File: src/hdl/sorted_priority_queue_assert.svh
// Assertion macros for the sorted priority queue.
`ifndef SORTED_PRIORITY_QUEUE_ASSERT_SVH
`define SORTED_PRIORITY_QUEUE_ASSERT_SVH

// Clocked check, masked while reset is high.
`define SPQ_ASSERT(lbl, clk, rst, prop, msg) \
   lbl: assert property (@(posedge clk) disable iff (rst) prop) else $error(msg);

// Clocked check that also holds during reset.
`define SPQ_ASSERT_ALWAYS(lbl, clk, prop, msg) \
   lbl: assert property (@(posedge clk) prop) else $error(msg);

`endif

File: src/hdl/spq_pkg.sv
// Package with types, codes and helpers for the sorted priority queue.
package spq_pkg;

   localparam int CAPACITY = 16;
   localparam int CNT_W    = $clog2(CAPACITY + 1);
   localparam int ECNT_W   = 5;

   // operation codes
   localparam logic [1:0] FUNC_PUSH   = 2'd0;
   localparam logic [1:0] FUNC_POP    = 2'd1;
   localparam logic [1:0] FUNC_SEARCH = 2'd2;

   // status codes
   localparam logic [1:0] STATUS_OK        = 2'd0;
   localparam logic [1:0] STATUS_POP_EMPTY = 2'd1;
   localparam logic [1:0] STATUS_PUSH_FULL = 2'd2;

   // ordering modes: relation(stored, new)
   localparam logic [1:0] MODE_LE = 2'd0;
   localparam logic [1:0] MODE_GE = 2'd1;
   localparam logic [1:0] MODE_LT = 2'd2;
   localparam logic [1:0] MODE_GT = 2'd3;

   typedef struct packed {
      logic [1:0]         func;
      logic signed [31:0] item_value;
      logic signed [31:0] item_priority;
   } req_type;

   typedef struct packed {
      logic [1:0]         status;
      logic signed [31:0] popped_value;
      logic signed [31:0] popped_priority;
      logic               found;
      logic signed [31:0] head_value;
      logic signed [31:0] head_priority;
      logic               is_empty;
      logic [ECNT_W-1:0]  entry_count;
   } rsp_type;

   typedef struct packed {
      logic signed [31:0] value;
      logic signed [31:0] prio;
   } entry_type;

   // per-cycle command broadcast to every cell
   typedef struct packed {
      logic       push;
      logic       pop;
      logic [1:0] mode;
   } cell_ctl_type;

   // does the walk continue past a stored priority?
   function automatic logic relation_holds(input logic [1:0] mode,
                                           input logic signed [31:0] stored,
                                           input logic signed [31:0] incoming);
      logic r;
      begin
         unique case (mode)
            MODE_LE: r = stored <= incoming;
            MODE_GE: r = stored >= incoming;
            MODE_LT: r = stored < incoming;
            MODE_GT: r = stored > incoming;
            default: r = 1'b0;
         endcase
         return r;
      end
   endfunction

endpackage

File: src/hdl/spq_cell.sv
// One storage cell of the queue chain: compare, hold, shift left or right.
module spq_cell (
   input  logic                  clock,
   input  spq_pkg::cell_ctl_type ctl,
   input  spq_pkg::entry_type    new_entry,
   input  logic                  occupied,
   input  spq_pkg::entry_type    left_entry,
   input  spq_pkg::entry_type    right_entry,
   input  logic                  stop_seen_in,
   output logic                  stop_seen_out,
   output logic                  hit,
   output spq_pkg::entry_type    entry,
   output spq_pkg::entry_type    entry_next
);

   spq_pkg::entry_type entry_ff;
   spq_pkg::entry_type entry_in;
   logic               identical;
   logic               stop_here;

   // local compare against the incoming pair
   assign identical = (entry_ff == new_entry);
   assign stop_here = !occupied ||
                      identical ||
                      !spq_pkg::relation_holds(ctl.mode, entry_ff.prio,
                                               new_entry.prio);
   assign stop_seen_out = stop_seen_in | stop_here;
   assign hit           = occupied & identical;

   // push: cells past the insert point shift right, the insert point loads
   // the new pair; pop: every cell takes its right neighbor
   always_comb begin
      entry_in = entry_ff;
      if (ctl.push) begin
         if (stop_seen_in) begin
            entry_in = left_entry;
         end else if (stop_here) begin
            entry_in = new_entry;
         end
      end else if (ctl.pop) begin
         entry_in = right_entry;
      end
   end

   always_ff @(posedge clock) begin
      entry_ff <= entry_in;
   end

   assign entry      = entry_ff;
   assign entry_next = entry_in;

endmodule

File: src/hdl/sorted_priority_queue.sv
// Top level of the sorted priority queue: cell chain, count, result register.
//
// Bounded priority queue of spq_pkg::CAPACITY entries held in a row of cells in
// sorted order. For every push, pop or search all cells compare against the
// incoming pair at once and, on a push or pop, shift in parallel, so a new
// item is taken every cycle while the result side is not stalled. The result
// appears in the output register the cycle after the item is accepted and the
// input keeps flowing while that result waits, until the output is stalled
// with a result still held. The mode register mode_ff is written through the csr
// channel, which is always ready; write it only while the queue is idle.
module sorted_priority_queue (
   input  logic             clock,
   input  logic             reset,
   input  logic             req_valid,
   output logic             req_stall,
   input  spq_pkg::req_type req_data,
   output logic             rsp_valid,
   input  logic             rsp_stall,
   output spq_pkg::rsp_type rsp_data,
   input  logic             csr_valid,
   output logic             csr_ready,
   input  logic [1:0]       csr_data
);

`include "sorted_priority_queue_assert.svh"

   localparam int N = spq_pkg::CAPACITY;

   logic [1:0]                mode_ff;
   logic [spq_pkg::CNT_W-1:0] fill_ff;
   logic [spq_pkg::CNT_W-1:0] fill_in;
   logic                      rsp_valid_ff;
   logic                      rsp_valid_in;
   spq_pkg::rsp_type          rsp_ff;
   spq_pkg::rsp_type          rsp_in;

   logic                  req_xfer;
   logic                  is_push;
   logic                  is_pop;
   logic                  is_search;
   logic                  full;
   logic                  empty;
   spq_pkg::cell_ctl_type ctl;
   spq_pkg::entry_type    new_entry;
   spq_pkg::entry_type    cell_q    [N];
   spq_pkg::entry_type    cell_next [N];
   logic [N:0]            stop_chain;
   logic [N-1:0]          hit_vec;

   // configuration register
   assign csr_ready = 1'b1;
   always_ff @(posedge clock) begin
      if (reset) begin
         mode_ff <= spq_pkg::MODE_LE;
      end else if (csr_valid && csr_ready) begin
         mode_ff <= csr_data;
      end
   end

   // input transfer and decode
   assign req_stall = rsp_valid_ff & rsp_stall;
   assign req_xfer  = req_valid & !req_stall;
   assign is_push   = req_xfer && (req_data.func == spq_pkg::FUNC_PUSH);
   assign is_pop    = req_xfer && (req_data.func == spq_pkg::FUNC_POP);
   assign is_search = req_xfer && (req_data.func == spq_pkg::FUNC_SEARCH);
   assign full      = (fill_ff == spq_pkg::CNT_W'(N));
   assign empty     = (fill_ff == '0);

   assign ctl.push = is_push & !full;
   assign ctl.pop  = is_pop & !empty;
   assign ctl.mode = mode_ff;
   assign new_entry.value = req_data.item_value;
   assign new_entry.prio  = req_data.item_priority;

   // cell chain
   assign stop_chain[0] = 1'b0;
   for (genvar i = 0; i < N; i++) begin : g_cell
      spq_pkg::entry_type left_e;
      spq_pkg::entry_type right_e;
      logic               occ;

      assign occ = (spq_pkg::CNT_W'(i) < fill_ff);
      if (i == 0) begin : g_first
         assign left_e = new_entry;
      end else begin : g_mid_l
         assign left_e = cell_q[i-1];
      end
      if (i == N - 1) begin : g_last
         assign right_e = cell_q[i];
      end else begin : g_mid_r
         assign right_e = cell_q[i+1];
      end

      spq_cell u_cell (
         .clock         (clock),
         .ctl           (ctl),
         .new_entry     (new_entry),
         .occupied      (occ),
         .left_entry    (left_e),
         .right_entry   (right_e),
         .stop_seen_in  (stop_chain[i]),
         .stop_seen_out (stop_chain[i+1]),
         .hit           (hit_vec[i]),
         .entry         (cell_q[i]),
         .entry_next    (cell_next[i])
      );
   end

   // entry count
   always_comb begin
      fill_in = fill_ff;
      if (ctl.push) begin
         fill_in = fill_ff + 1'b1;
      end else if (ctl.pop) begin
         fill_in = fill_ff - 1'b1;
      end
   end

   always_ff @(posedge clock) begin
      if (reset) begin
         fill_ff <= '0;
      end else begin
         fill_ff <= fill_in;
      end
   end

   // result assembly
   always_comb begin
      rsp_in = '0;
      if (is_pop && empty) begin
         rsp_in.status = spq_pkg::STATUS_POP_EMPTY;
      end else if (is_push && full) begin
         rsp_in.status = spq_pkg::STATUS_PUSH_FULL;
      end else begin
         rsp_in.status = spq_pkg::STATUS_OK;
      end
      if (ctl.pop) begin
         rsp_in.popped_value    = cell_q[0].value;
         rsp_in.popped_priority = cell_q[0].prio;
      end
      rsp_in.found = is_search & (|hit_vec);
      if (fill_in != '0) begin
         rsp_in.head_value    = cell_next[0].value;
         rsp_in.head_priority = cell_next[0].prio;
      end
      rsp_in.is_empty    = (fill_in == '0);
      rsp_in.entry_count = spq_pkg::ECNT_W'(fill_in);
   end

   // output register
   assign rsp_valid_in = req_xfer | (rsp_valid_ff & rsp_stall);
   always_ff @(posedge clock) begin
      if (reset) begin
         rsp_valid_ff <= 1'b0;
      end else begin
         rsp_valid_ff <= rsp_valid_in;
      end
   end

   always_ff @(posedge clock) begin
      if (req_xfer) begin
         rsp_ff <= rsp_in;
      end
   end

   assign rsp_valid = rsp_valid_ff;
   assign rsp_data  = rsp_ff;

   // checks
   `SPQ_ASSERT_ALWAYS(a_fill_bound, clock, reset || (fill_ff <= spq_pkg::CNT_W'(N)), "fill count above capacity")
   `SPQ_ASSERT(a_push_grows, clock, reset, ctl.push |=> fill_ff == $past(fill_ff) + 1'b1, "push did not grow count")
   `SPQ_ASSERT(a_pop_empty, clock, reset, (is_pop && empty) |=> rsp_data.status == spq_pkg::STATUS_POP_EMPTY, "pop on empty not flagged")
   `SPQ_ASSERT(a_result_follows, clock, reset, req_xfer |=> rsp_valid_ff, "accepted item left no result")

endmodule
File: config.mk
export PLATFORM = sky130hd
export DESIGN_NAME = sorted_priority_queue
export DESIGN_NICKNAME = d
export VERILOG_FILES = /design/src/hdl/spq_pkg.sv /design/src/hdl/spq_cell.sv /design/src/hdl/sorted_priority_queue.sv
export VERILOG_INCLUDE_DIRS = /design/src /design/src/hdl
export SDC_FILE = /design/constraint.sdc
export NUM_CORES = 2
export LEC_CHECK = 0
export ABC_CLOCK_PERIOD_IN_PS = 31200
export BUFFER_PORTS_ARGS = -buffer_cell sky130_fd_sc_hd__buf_2
export CAP_MARGIN = 10
export CORE_AREA = 4 4 455 457
export CTS_CLUSTER_SIZE = 30
export DETAILED_ROUTE_END_ITERATION = 8
export DIE_AREA = 0 0 459 461
export PLACE_DENSITY = 0.59
export SLEW_MARGIN = 10
export SYNTH_ARGS = -nofsm -noshare
export SYNTH_HDL_FRONTEND = slang
export SYNTH_SLANG_ARGS = --single-unit
File: constraint.sdc
create_clock -name clock -period 31.2 [get_ports clock]
set_input_delay 6.24 -clock clock [delete_from_list [all_inputs] [get_ports clock]]
set_output_delay 6.24 -clock clock [all_outputs]
set_load 0.01 [all_outputs]
==> metrics.yaml <==
layout_min_cycle_time_ps: 13730
fin_area_sq_um: 82200
end_kind: "register"
fmaxAchievable_ghz: 0.0728
path_max_fanout: 55
start_kind: "input port"
pwr-share-comb: 0.145
synth_seq_cells: 1169
dp.cells: 9841
core_area_sq_um: 204000
route.detailed.wl_per_inst_um: 28.3
overflow: 0
ys_seq_area_frac: 0.460
crit_cells: 15
port_buffers: 211
holdWs_ps: 505
worst_pin_slew_ps: 1350
powerDensity_nw_per_um2: 50.5
wl_mm: 285
drtAntennaViolNets: 0
run_status: "complete, no violations"
synth.distinct_cells: 83
hold_violations: 0
cts_tree: "yes"
start_util: 0.367
reg2reg_depth: 13
synth.net_count: 7984
clock_power_share: 0.388
power_mw: 4.15
min_period_over_period: 0.440
final_nets: 7876
crit_family: "simple AND/OR/NAND/NOR gates"
grt_first_pass_wirelength_mm: 412
cts_setup_buffers: 0
tns_ps: 0
crit_start: "req_data[31]"
syn_area_per_cell_sq_um: 10.1
antenna_found_initial: 19
gp_congestion: 1.01
area_growth_pct: 10.1
async_flop_share: 0
p_switching_mw: 1.21
slew_headroom: 0.0920
maxCapViolations: 0
final_common_cell: "edfxtp_1"
cts_buffers: 133
die-height_um: 461
fin_cells: 10100
cts_sinks: 1169
first_global_vias: 58700
htree_levels: 4
root_buffer: "clkbuf_16"
synth_edf_count: 1097
min-delay-path-class: "reg -> reg"
die_area_sq_um: 212000
slowest_delay_ps: 1070
rows: 166
clk_path_buf_depth: 3
finClkSkew_ps: 39.9
clock_latency_ps: 810
yosys_warnings: 0
synth_area_sq_um: 74700
crit_end: "g_cell[14].u_cell.entry[36]"
die_w_um: 459
critPathRequiredTime_ps: 31620
swShare: 0.291
rsz0062_at_grt: "false"
p_leak_nw: 33.5
drt-pass1-iter-count: 7
cp_num_buf_inv: 4
reg2reg_slack_ps: 23440
io-pin-count: 213
syn_inst: 7396
vias: 61100
critPathMostFrequentCell: "buf_4"
worstPathCellList: "buf_2 -> inv_1 -> ha_1 -> nand4_1 -> nor4bb_2 -> nand3_1 -> nor3_1 -> a21oi_1 -> o211a_1 -> o311a_1 -> and2_2 -> nand4_4 -> buf_4 -> a21o_4 -> buf_4"
ir_worst_vdd_mv: 0.0580
grt_usage: 0.259
power.share.sequential: 0.467
cts_hold_buffers: 0
grt_max_degree: 235
crit_type: "in -> reg"
routed_via_density: 6.05
arrival_ps: 14150
reg2reg_from: "g_cell[11].u_cell.entry[31]"
maxSlewViolCount: 0
synthFlopType: "edfxtp_1"
drive_gt1_frac: 0.0889
postPlaceCellArea_sq_um: 77900
cp_slowest_cell: "nor3_1"
drc_errors: 0
ctsResizeCount: 0
setup_viol: 0
clk_pin_slew_ps: 60
place_hpwl_mm: 202
intPower_mw: 2.94
final_cell_mix: "edfxtp_1 (1097), nand2_1 (1019), o21ai_0 (677)"
first_iter_violations: 7606
r2r_end: "g_cell[14].u_cell.entry[36]"
[cells by family (layout without fill, tap and decap cells)]
logic type               count (synthesis)  count (layout)  synth area share
XOR/XNOR                               519             519            0.0609
other                                    1              11         0.0000502
adder cells (fa/ha/maj)                515             515            0.0863
AND/OR/NAND/NOR                       2195            2195             0.133
flip-flops                            1169            1169             0.460
buffers and inverters                  666             659            0.0376
multiplexers                           718             718            0.0993
AO/OA/AOI/OAI                         1613            1613             0.122
[per-layer routing]
metal,part of all wire,global-route usage,vias up
met5,0.00025,0,-
met4,0.043,0.101,12
met3,0.086,0.0502,595
met2,0.46,0.412,3034
met1,0.42,0.350,30400
li1,-,-,27100
[worst reg2reg max path: cells and delay by family, from the launching register on]
kind,cells,cell delay [ps]
buffers and inverters,2,1490
flip-flops,1,440
AO/OA/AOI/OAI,4,1070
adder cells (fa/ha/maj),1,490
AND/OR/NAND/NOR,6,3770
[power groups by stage]
stage / clock [mW] / combinational [mW] / sequential, mW
CTS: 1.62 / 0.594 / 1.94
global route: 1.69 / 0.659 / 1.94
floorplan: 0 / 0.379 / 1.93
detailed placement: 0 / 0.591 / 1.97
finish: 1.61 / 0.603 / 1.94
global placement: 0 / 0.579 / 1.97
[cell type report]
class | count | area, sq um
Antenna cell | 10 | 25.0
Clock buffer | 168 | 3520
Clock inverter | 68 | 741
Fill cell | 20000 | 121000
Inverter | 82 | 313
Multi-Input combinational cell | 5561 | 37800
Sequential cell | 1169 | 34400
Tap cell | 2688 | 3360
Timing Repair Buffer | 341 | 2060
[cells in the mapped netlist, drive strengths merged (7+ instances only)]
library cell	n	share of area
a211oi	29	0.0030
a21boi	8	0.00080
a21o	35	0.0035
a21oi	296	0.020
a221oi	7	0.00090
a31oi	136	0.011
and2	71	0.0059
and3	13	0.0011
and4	16	0.0019
buf	167	0.012
clkbuf	417	0.021
dfxtp	72	0.019
edfxtp	1097	0.44
ha	515	0.086
inv	82	0.0041
mux2	67	0.012
mux2i	651	0.087
nand2	1031	0.052
nand2b	14	0.0012
nand3	135	0.0091
nand4	211	0.018
nor2	402	0.020
nor2b	21	0.0018
nor3	113	0.0076
nor4	145	0.013
o211ai	89	0.0089
o21a	13	0.0013
o21ai	845	0.057
o221ai	11	0.0013
o22ai	76	0.0064
o31a	7	0.00082
xnor2	69	0.0081
xor2	450	0.053
[registers in the layout (all words and copies together), names as in the netlist]
signal	flops
rsp_valid	1
rsp_data	137
g_cell.u_cell.entry	1024
fill_ff	5
mode_ff	2
[per-stage QoR]
step	utilization	setup WS, ps
finish	0.404	17470
global placement	0.383	16470
global route	0.404	17440
CTS	0.404	17390
detailed placement	0.383	16550
floorplan	-	16830
[how the worst min path moves through the flow]
| stage | startpoint | to | slack (ps) | cells past startpoint |
|---|---|---|---|---|
| 2_1_floorplan | g_cell[0].u_cell.entry[0] | g_cell[0].u_cell.entry[0] | 470 | 2 |
| 3_3_place_gp | g_cell[0].u_cell.entry[0] | g_cell[0].u_cell.entry[0] | 480 | 2 |
| 3_5_place_dp | g_cell[0].u_cell.entry[0] | g_cell[0].u_cell.entry[0] | 490 | 2 |
| 6_report | g_cell[0].u_cell.entry[0] | g_cell[0].u_cell.entry[0] | 500 | 2 |
| 5_1_grt | g_cell[0].u_cell.entry[0] | g_cell[0].u_cell.entry[0] | 560 | 2 |
| 4_1_cts | g_cell[0].u_cell.entry[0] | g_cell[0].u_cell.entry[0] | 510 | 2 |
Note: power is estimated with default switching activity, not from simulation.
